File: src/rtl/gcm_pkg.sv
package gcm_pkg;

	localparam logic [1:0] CMD_CLEAR  = 2'd0;
	localparam logic [1:0] CMD_LOAD   = 2'd1;
	localparam logic [1:0] CMD_CHANGE = 2'd2;

	localparam logic [1:0] ST_COIN  = 2'd0;
	localparam logic [1:0] ST_EXACT = 2'd1;
	localparam logic [1:0] ST_NONE  = 2'd2;
	localparam logic [1:0] ST_LIMIT = 2'd3;

	localparam int unsigned VAL_W = 16;

	typedef struct packed {
		logic [VAL_W-1:0] coin;
		logic [1:0]       status;
		logic             last;
	} rsp_t;

endpackage

File: src/rtl/gcm_table.sv
module gcm_table #(
	parameter int unsigned DEPTH = 16,
	parameter int unsigned ADDR_W = 4
) (
	input  logic                           clk,
	input  logic                           we,
	input  logic [ADDR_W-1:0]              waddr,
	input  logic [gcm_pkg::VAL_W-1:0]      wdata,
	input  logic                           re,
	input  logic [ADDR_W-1:0]              raddr,
	output logic [gcm_pkg::VAL_W-1:0]      rdata
);

	logic [gcm_pkg::VAL_W-1:0] mem [DEPTH];

	always_ff @(posedge clk) begin
		if (we) begin
			mem[waddr] <= wdata;
		end
	end

	always_ff @(posedge clk) begin
		if (re) begin
			rdata <= mem[raddr];
		end
	end

endmodule

File: src/rtl/gcm_out.sv
module gcm_out (
	input  logic                       clk,
	input  logic                       arst_n,
	input  logic                       push,
	input  gcm_pkg::rsp_t              item,
	output logic                       can_push,
	output logic                       rsp_valid,
	input  logic                       rsp_ready,
	output logic [gcm_pkg::VAL_W-1:0]  coin,
	output logic [1:0]                 status,
	output logic                       last
);

	logic          valid_q;
	gcm_pkg::rsp_t item_q;

	assign can_push  = !valid_q || rsp_ready;
	assign rsp_valid = valid_q;
	assign coin      = item_q.coin;
	assign status    = item_q.status;
	assign last      = item_q.last;

	always_ff @(posedge clk or negedge arst_n) begin
		if (!arst_n) begin
			valid_q <= 1'b0;
		end else if (can_push) begin
			valid_q <= push;
		end
	end

	always_ff @(posedge clk) begin
		if (push && can_push) begin
			item_q <= item;
		end
	end

endmodule

File: src/rtl/greedy_change_maker.sv
// Greedy change maker. Denominations are kept largest first in a synchronous
// table with one write and one read port; each table read is followed by a
// state that compares the read data. A clear, an unused command or a dropped
// load returns straight to idle. A load reads back from the table end, moving
// each stored entry smaller than the new value one place down, and writes the
// new value behind the first entry not smaller than it, or at the front. A
// change request with no positive target goes straight to the closing status.
// Any other change request walks the denominations from the largest, issues a
// coin each time one fits, and closes with exact, with none when the walk runs
// off the table end, or with limit at MAX_COINS coins; coins and status wait on
// rsp_ready. No new request is taken until the closing status has been handed
// to the output register, which holds one result while the next request starts.
module greedy_change_maker #(
	parameter int unsigned TABLE_DEPTH = 16,
	parameter int unsigned MAX_COINS = 63
) (
	input  logic                       clk,
	input  logic                       arst_n,
	input  logic                       req_valid,
	output logic                       req_ready,
	input  logic [1:0]                 command,
	input  logic [gcm_pkg::VAL_W-1:0]  denomination,
	input  logic [gcm_pkg::VAL_W-1:0]  price,
	input  logic [gcm_pkg::VAL_W-1:0]  money,
	output logic                       rsp_valid,
	input  logic                       rsp_ready,
	output logic [gcm_pkg::VAL_W-1:0]  coin,
	output logic [1:0]                 status,
	output logic                       last
);

	localparam int unsigned ADDR_W = (TABLE_DEPTH > 1) ? $clog2(TABLE_DEPTH) : 1;
	localparam int unsigned CNT_W = $clog2(TABLE_DEPTH + 1);
	localparam int unsigned COIN_W = $clog2(MAX_COINS + 1);
	localparam logic [CNT_W-1:0] DEPTH_C = CNT_W'(TABLE_DEPTH);
	localparam logic [COIN_W-1:0] MAX_C = COIN_W'(MAX_COINS);

	typedef enum logic [2:0] {
		S_IDLE,
		S_LD_RD,
		S_LD_WR,
		S_CH_RD,
		S_CH_CHK,
		S_END
	} state_t;

	state_t                     state_q;
	logic [CNT_W-1:0]           count_q;
	logic [CNT_W-1:0]           ptr_q;
	logic [COIN_W-1:0]          coins_q;
	logic [gcm_pkg::VAL_W-1:0]  val_q;
	logic [gcm_pkg::VAL_W-1:0]  remain_q;
	logic [1:0]                 end_st_q;

	logic                       mem_we;
	logic [ADDR_W-1:0]          mem_waddr;
	logic [gcm_pkg::VAL_W-1:0]  mem_wdata;
	logic                       mem_re;
	logic [ADDR_W-1:0]          mem_raddr;
	logic [gcm_pkg::VAL_W-1:0]  mem_rdata;

	logic                       push;
	gcm_pkg::rsp_t              item;
	logic                       can_push;
	logic                       req_acc;
	logic [CNT_W-1:0]           ptr_m1;

	assign req_ready = (state_q == S_IDLE);
	assign req_acc   = req_valid && req_ready;
	assign ptr_m1    = ptr_q - CNT_W'(1);

	gcm_table #(
		.DEPTH  (TABLE_DEPTH),
		.ADDR_W (ADDR_W)
	) u_table (
		.clk   (clk),
		.we    (mem_we),
		.waddr (mem_waddr),
		.wdata (mem_wdata),
		.re    (mem_re),
		.raddr (mem_raddr),
		.rdata (mem_rdata)
	);

	gcm_out u_out (
		.clk       (clk),
		.arst_n    (arst_n),
		.push      (push),
		.item      (item),
		.can_push  (can_push),
		.rsp_valid (rsp_valid),
		.rsp_ready (rsp_ready),
		.coin      (coin),
		.status    (status),
		.last      (last)
	);

	always_comb begin
		mem_we    = 1'b0;
		mem_waddr = ptr_q[ADDR_W-1:0];
		mem_wdata = val_q;
		mem_re    = 1'b0;
		mem_raddr = ptr_m1[ADDR_W-1:0];
		push      = 1'b0;
		item      = '{coin: mem_rdata, status: gcm_pkg::ST_COIN, last: 1'b0};
		case (state_q)
			S_LD_RD: begin
				if (ptr_q == '0) begin
					mem_we = 1'b1;
				end else begin
					mem_re = 1'b1;
				end
			end
			S_LD_WR: begin
				mem_we = 1'b1;
				if (mem_rdata < val_q) begin
					mem_wdata = mem_rdata;
				end
			end
			S_CH_RD: begin
				mem_raddr = ptr_q[ADDR_W-1:0];
				mem_re    = (ptr_q != count_q);
			end
			S_CH_CHK: begin
				push = (mem_rdata <= remain_q) && (coins_q != MAX_C);
			end
			S_END: begin
				push = 1'b1;
				item = '{coin: '0, status: end_st_q, last: 1'b1};
			end
			default: begin
			end
		endcase
	end

	always_ff @(posedge clk or negedge arst_n) begin
		if (!arst_n) begin
			state_q  <= S_IDLE;
			count_q  <= '0;
			ptr_q    <= '0;
			coins_q  <= '0;
			val_q    <= '0;
			remain_q <= '0;
			end_st_q <= gcm_pkg::ST_NONE;
		end else begin
			case (state_q)
				S_IDLE: begin
					if (req_acc) begin
						case (command)
							gcm_pkg::CMD_CLEAR: begin
								count_q <= '0;
							end
							gcm_pkg::CMD_LOAD: begin
								if (denomination != '0 && count_q < DEPTH_C) begin
									val_q   <= denomination;
									ptr_q   <= count_q;
									state_q <= S_LD_RD;
								end
							end
							gcm_pkg::CMD_CHANGE: begin
								if (money <= price) begin
									end_st_q <= gcm_pkg::ST_NONE;
									state_q  <= S_END;
								end else begin
									remain_q <= money - price;
									ptr_q    <= '0;
									coins_q  <= '0;
									state_q  <= S_CH_RD;
								end
							end
							default: begin
							end
						endcase
					end
				end
				S_LD_RD: begin
					if (ptr_q == '0) begin
						count_q <= count_q + CNT_W'(1);
						state_q <= S_IDLE;
					end else begin
						state_q <= S_LD_WR;
					end
				end
				S_LD_WR: begin
					if (mem_rdata >= val_q) begin
						count_q <= count_q + CNT_W'(1);
						state_q <= S_IDLE;
					end else begin
						ptr_q   <= ptr_m1;
						state_q <= S_LD_RD;
					end
				end
				S_CH_RD: begin
					if (ptr_q == count_q) begin
						end_st_q <= gcm_pkg::ST_NONE;
						state_q  <= S_END;
					end else begin
						state_q <= S_CH_CHK;
					end
				end
				S_CH_CHK: begin
					if (mem_rdata > remain_q) begin
						ptr_q   <= ptr_q + CNT_W'(1);
						state_q <= S_CH_RD;
					end else if (coins_q == MAX_C) begin
						end_st_q <= gcm_pkg::ST_LIMIT;
						state_q  <= S_END;
					end else if (can_push) begin
						coins_q  <= coins_q + COIN_W'(1);
						remain_q <= remain_q - mem_rdata;
						if (remain_q == mem_rdata) begin
							end_st_q <= gcm_pkg::ST_EXACT;
							state_q  <= S_END;
						end
					end
				end
				S_END: begin
					if (can_push) begin
						state_q <= S_IDLE;
					end
				end
				default: begin
					state_q <= S_IDLE;
				end
			endcase
		end
	end

	a_count_bound: assert property (@(posedge clk) disable iff (!arst_n)
		count_q <= DEPTH_C)
		else $error("table count beyond depth");

	a_coins_bound: assert property (@(posedge clk) disable iff (!arst_n)
		coins_q <= MAX_C)
		else $error("coin count beyond limit");

	a_check_in_table: assert property (@(posedge clk) disable iff (!arst_n)
		state_q == S_CH_CHK |-> ptr_q < count_q)
		else $error("change walk past table end");

	a_coin_nonzero: assert property (@(posedge clk) disable iff (!arst_n)
		push && can_push && !item.last |-> item.coin != '0 && item.coin <= remain_q)
		else $error("coin zero or overshoots remainder");

	a_load_grows: assert property (@(posedge clk) disable iff (!arst_n)
		state_q == S_LD_WR && mem_rdata >= val_q |=> count_q == $past(count_q) + CNT_W'(1))
		else $error("load did not grow table");

endmodule
File: config.mk
export PLATFORM = sky130hd
export DESIGN_NAME = greedy_change_maker
export DESIGN_NICKNAME = d
export VERILOG_FILES = /design/src/rtl/gcm_pkg.sv /design/src/rtl/gcm_table.sv /design/src/rtl/gcm_out.sv /design/src/rtl/greedy_change_maker.sv
export SDC_FILE = /design/constraint.sdc
export NUM_CORES = 1
export LEC_CHECK = 0
export BUFFER_PORTS_ARGS = -buffer_cell sky130_fd_sc_hd__buf_2
export CORE_MARGIN = 3
export CORE_UTILIZATION = 58
export CTS_BUF_LIST = sky130_fd_sc_hd__clkbuf_2
export DETAILED_ROUTE_END_ITERATION = 8
export PLACE_DENSITY = 0.79
export SLEW_MARGIN = 20
export SYNTH_ARGS = -nofsm -noshare
export SYNTH_HDL_FRONTEND = slang
export SYNTH_SLANG_ARGS = --single-unit
File: constraint.sdc
create_clock -name clk -period 3.5 [get_ports clk]
set_clock_uncertainty 0.2 [all_clocks]
set_input_delay 0.175 -clock clk [delete_from_list [all_inputs] [get_ports clk]]
set_output_delay 0.175 -clock clk [all_outputs]
set_load 0.01 [all_outputs]
==> results.json, run 1 <==
{
  "syn_area_sq_mm": 0.0161,
  "portBuffers": 74,
  "crit_type": "reg2reg",
  "synthFlopType": "edfxtp_1",
  "clock-sinks": 345,
  "routedWlPerCell_microns": 23.2,
  "drv_cap": 0,
  "post-synth-top-area-cell": "edfxtp_1",
  "synth.distinct_cells": 81,
  "synth.area.top_cells": "edfxtp_1, mux4_2, dfrtp_1",
  "finalHoldViolCount": 0,
  "drc_errors": 0,
  "synth_edf_count": 291,
  "critPathBufInv": 3,
  "clk_latency_ns": 0.92,
  "cts_tree": "yes",
  "power_mw": 16.5,
  "dr.first_iter.drc_count": 1356,
  "io-pin-count": 75,
  "yosysSeqAreaShare": 0.628,
  "fmax_mhz": 289,
  "cp-end-kind": "flip-flop",
  "worst_pin_slew_ns": 0.805,
  "place_hpwl_mm": 25.2,
  "initial_core_util": 0.592,
  "ant_nets": 0,
  "core_region_area_sq_mm": 0.0271,
  "run_status": "finished, final reports clean",
  "fillers": 1615,
  "dpl_worst_slack_ns": 0.233,
  "overflow": 0,
  "dieHeight_microns": 172,
  "power_density_mw_per_mm2": 856,
  "layout.nets": 1479,
  "ctsLongestPathBuffers": 3,
  "startpoint_type": "flip-flop",
  "dr.pass1.iters": 6,
  "timing.final.ws_setup_ns": 0.0378,
  "routed_wl_mm": 41.9,
  "yosysWarnings": 0,
  "power.leakage_nw": 7.47,
  "grt_usage": 0.283,
  "cpPeakStageDelay_ns": 0.63,
  "gp_congestion": 0.933,
  "worst_ep_required_time_ns": 3.91,
  "crit_chain": "inv_1 > ha_1 > a21o_1 > a21o_1 > a2111oi_2 > o31ai_4 > buf_4 > nand2_1 > o21ai_0 > buf_4",
  "place_area_sq_mm": 0.0173,
  "crit_family": "compound AO/OA/AOI/OAI gates",
  "drv_slew": 0,
  "crit_fanout": 24,
  "hp-class": "in2reg",
  "clk_pin_slew_ns": 0.10,
  "grt_start_max_net_pins": 53,
  "num_rows": 60,
  "cts_buffers": 84,
  "arrival_ns": 3.87,
  "post-route-period-util": 0.989,
  "via_count": 11145,
  "netlist.area_leader.share": 0.544,
  "synth_fp_nets": 1186,
  "slowest_stage": "a2111oi_2",
  "fin_area_sq_mm": 0.0193,
  "ys_ff_latch": 345,
  "async_flop_share": 0.157,
  "clockRootBuffer": "clkbuf_2",
  "yosysMostFrequentCell": "edfxtp_1",
  "fin_crit_ns": 3.46,
  "htreeDepth": 3,
  "grt_first_pass_wirelength_mm": 62.9,
  "die_x_microns": 172,
  "antenna_found_initial": 1,
  "ir_drop_mv": 0.652,
  "via_per_inst": 6.16,
  "grt_pass1_vias": 11222,
  "utilization": 0.711,
  "avgSynthCellArea_sq_um": 14.9,
  "synth_cells": 1075,
  "setup_viol": 0,
  "relSlewSlack": 0.463,
  "drive_gt1_frac": 0.277,
  "die_area_sq_mm": 0.0297,
  "syn_to_final_growth_pct": 20.1,
  "synth_common_cells": "edfxtp_1, mux4_2, nand2_1, inv_1, nor2_1"
}
[cell families (layout without fill, tap and decap cells)]
logic type,Yosys count,after routing,synth area share
fa+ha+maj,57,57,0.0454
simple gates,247,247,0.0761
flops,345,345,0.628
other cells,0,1,0
xor+xnor,29,29,0.0163
buf+inv,101,462,0.0268
mux,100,100,0.126
compound gates,196,196,0.0810
[area by class of cell]
class                      instances  area [sq um]  area share
antenna                            1          2.50    0.000130
clock buffer                     125           626      0.0324
clock inverter                    29           234      0.0121
inverter                          66           248      0.0128
multi-input combinational        629          5630       0.292
sequential                       345         10100       0.523
tap                              372           465      0.0241
timing repair buffer             242          1990       0.103
[state kept, by name, summed over array words and instances, names as in the netlist]
name             cells
u_out.rsp_valid      1
remain_q            16
count_q              5
u_out.coin          16
val_q               16
u_out.status         2
u_table.rdata       16
u_table.mem        256
end_st_q             2
ptr_q                5
coins_q              6
u_out.last           1
state_q              3
[power by group]
part	switching (mW)	total, mW	internal, mW
registers	0.464	6.17	5.71
clock network	1.62	2.88	1.26
logic	4.09	7.46	3.37
total	6.17	16.5	10.3
[metrics by stage]
| stage | hold slack [ns] | instances | setup TNS, ns |
|---|---|---|---|
| 2_1_floorplan | -0.321 | 1075 | 0 |
| 3_3_place_gp | 0.108 | 1542 | 0 |
| 3_5_place_dp | 0.105 | 1542 | 0 |
| 4_1_cts | 0.00568 | 1805 | 0 |
| 5_1_grt | 0.0587 | 1809 | -0.0359 |
| 6_report | 0.0686 | 1809 | 0 |
[cells in the final DEF (no fill, tap or decap), types with 55 or more instances in the layout]
| cell | Yosys | routed |
|---|---|---|
| ha_1 | 55 | 55 |
| clkbuf_2 | 0 | 125 |
| mux4_2 | 80 | 80 |
| dlygate4sd3_1 | 0 | 108 |
| edfxtp_1 | 291 | 291 |
| nor2_1 | 59 | 58 |
| inv_1 | 64 | 64 |
| buf_2 | 2 | 74 |
| nand2_1 | 73 | 73 |
[final timing paths]
| kind | startpoint | to | slack [ns] | cells past startpoint |
|---|---|---|---|---|
| hold reg to reg | coins_q[0] | coins_q[0] | 0.31 | 1 |
| min in group asynchronous | arst_n | end_st_q[1] | 0.20 | 3 |
| setup reg to reg | val_q[13] | u_table.mem[8][8] | 0.04 | 10 |
| hold / removal | price[12] | remain_q[13] | 0.07 | 8 |
| max in group asynchronous | arst_n | val_q[1] | 2.51 | 4 |
| setup / recovery | val_q[13] | u_table.mem[8][8] | 0.04 | 10 |
[per-layer routing]
layer,up-vias,global-route usage,share of wire
met3,144,0.0727,0.11
li1,4811,-,-
met5,-,0,0
met1,5427,0.374,0.37
met2,763,0.452,0.48
met4,0,0.121,0.039
[worst min-delay path, cell delays in order]
cell	delay [ns]
buf_2	0.10
inv_1	0.04
ha_1	0.16
a21o_1	0.10
a31oi_1	0.07
xnor2_1	0.15
a21oi_1	0.18
a21oi_1	0.09
[what timing repair did]
item,CTS,global route
endpoints found under the hold margin,127,0
setup endpoints to repair,0,17
resized for setup,0,6
setup buffers,0,3
hold buffers,109,0
Power figures use the tool's default switching activity.
==> inputs of run 2 (changes only) <==
PLACE_DENSITY = 0.83   (was 0.79)
==> run 2 against run 1 <==
Effect of this change:
- clock power shrank 7%
- global-route usage is 3.2 points higher
- non-clock buffer count increased by 3
- final cell count decreased by 0.11%
- final area is 0.45% lower
- largest cell class unchanged
==> results.json, run 2 (synthesized netlist as in run 1, its figures left out) <==
{
  "run_status": "finished, final reports clean",
  "core_region_area_sq_mm": 0.0271,
  "dp.cells": 1545,
  "antenna_found_initial": 1,
  "fmax_mhz": 287,
  "cts_buffers": 83,
  "ff2ff_setup_slack_ns": 0.02,
  "startpoint_type": "flip-flop",
  "via_count": 11679,
  "grt_pass1_vias": 11964,
  "drc_errors": 0,
  "ctsLongestPathBuffers": 3,
  "dr.first_iter.drc_count": 1700,
  "io-pin-count": 75,
  "r2r-end": "u_table.mem[4][11]",
  "p_sw_mw": 6.52,
  "place_hpwl_mm": 26.0,
  "ant_nets": 0,
  "finalHoldViolCount": 0,
  "clk_pin_slew_ns": 0.11,
  "ir_drop_mv": 0.692,
  "via_per_inst": 6.46,
  "dr.pass1.iters": 6,
  "clk_latency_ns": 0.92,
  "initial_core_util": 0.592,
  "largest_reg_flops": 256,
  "fin_crit_ns": 3.48,
  "p_seq_frac": 0.371,
  "portBuffers": 74,
  "timing.rr.start": "u_table.rdata[1]",
  "clock-sinks": 345,
  "worst_ep_required_time_ns": 3.98,
  "grt_usage": 0.315,
  "p_int_mw": 10.2,
  "setup_viol": 0,
  "htreeDepth": 3,
  "clkPwrFrac": 0.161,
  "die_area_sq_mm": 0.0297,
  "routedWlPerCell_microns": 25.6,
  "drv_slew": 0,
  "arrival_ns": 3.96,
  "die_x_microns": 172,
  "swShare": 0.391,
  "drv_cap": 0,
  "cp-end-kind": "flip-flop",
  "crit_path_start": "u_table.rdata[1]",
  "comb_power_share": 0.468,
  "cp-endpoint": "u_table.mem[4][11]",
  "power.leakage_nw": 7.45,
  "num_rows": 60,
  "crit_type": "reg2reg",
  "overflow": 0,
  "rr_worst_depth": 9,
  "worst_pin_slew_ns": 0.830,
  "dieHeight_microns": 172,
  "cts_tree": "yes",
  "finalNonFillerCells": 1807,
  "hp-class": "in2reg",
  "gp_congestion": 0.892,
  "crit_fanout": 25,
  "post-route-period-util": 0.995,
  "place_area_sq_mm": 0.0173,
  "clockRootBuffer": "clkbuf_2",
  "grt_first_pass_wirelength_mm": 69.3,
  "mostFrequentLayoutCells": "edfxtp_1, clkbuf_2, dlygate4sd3_1",
  "relSlewSlack": 0.446,
  "power_density_mw_per_mm2": 869,
  "final_common_cell": "edfxtp_1",
  "layout.nets": 1481,
  "largest_register": "u_table.mem",
  "routed_wl_mm": 46.2,
  "fin_area_sq_mm": 0.0192,
  "syn_to_final_growth_pct": 19.5,
  "drive_gt1_frac": 0.280,
  "grt_start_max_net_pins": 47
}
-- run 2: cell types whose count changed in the layout (fill, tap and decap cells not counted), moves of 2 or more --
cell,delta
clkinv_1,-5
bufinv_16,-3
buf_12,-2
nor4_2,-2
nor4_1,+2
buf_4,+4
-- run 2: final cells by class --
| class | instances | area [sq um] |
|---|---|---|
| Fill cell | 1542 | 7910 |
| Antenna cell | 1 | 2.50 |
| Clock inverter | 23 | 140 |
| Inverter | 66 | 251 |
| Clock buffer | 126 | 631 |
| Timing Repair Buffer | 245 | 1990 |
| Sequential cell | 345 | 10100 |
| Multi-Input combinational cell | 629 | 5620 |
| Tap cell | 372 | 465 |
-- run 2: power groups by stage --
stage	Clock, mW	Combinational, mW	Sequential [mW]
floorplan	0	5.06	6.06
global route	2.95	8.34	6.21
detailed placement	0	7.03	6.21
CTS	2.68	7.35	6.12
finish	2.69	7.80	6.19
global placement	0	6.72	6.17
-- run 2: routing by layer --
layer  part of all wire  track usage  vias to the layer above  wire, microns
met3               0.11       0.0775                      250           5090
met5                  0            0                        -              0
met4              0.069        0.186                        0           3180
li1                   -            -                     4795              -
met2               0.49        0.530                      994          22700
met1               0.33        0.368                     5640          15200
-- run 2: what timing repair did --
action	in CTS	in global routing
gates resized for setup	0	8
endpoints found under the setup margin	0	235
buffers inserted	0	2
endpoints found under the hold margin	127	0
hold buffers	110	0
-- run 2: worst max-delay path, stage by stage (launching register included) --
cell and delay, ns:
edfxtp_1 0.47, ha_1 0.34, nor2b_1 0.15, o211ai_1 0.22, a21oi_1 0.14, a2111oi_2 0.60
o31ai_4 0.25, buf_4 0.29, o21ai_0 0.33, buf_4 0.28
-- run 2: stage by stage --
| step | hold WS, ns | setup slack (ns) | utilization | setup TNS, ns | power, mW |
|---|---|---|---|---|---|
| after detailed placement | 0.126 | 0.105 | 0.637 | 0 | 13.2 |
| after floorplan | -0.321 | 0.258 | - | 0 | 11.1 |
| after global routing | 0.103 | -0.0110 | 0.708 | -0.0676 | 17.5 |
| final | 0.0495 | 0.0176 | 0.708 | 0 | 16.7 |
| after global placement | 0.126 | 0.294 | 0.637 | 0 | 12.9 |
| after CTS | 0.0147 | 0.110 | 0.706 | 0 | 16.2 |
-- run 2: how the worst min path moves through the flow --
stage,to,depth (start not counted),from,slack [ns]
after global placement,ptr_q[3],1,arst_n,0.13
after detailed placement,ptr_q[3],1,arst_n,0.13
after floorplan,coins_q[0],0,arst_n,-0.32
final,state_q[0],5,rsp_ready,0.05
after global routing,state_q[0],5,rsp_ready,0.10
after CTS,state_q[0],5,rsp_ready,0.01
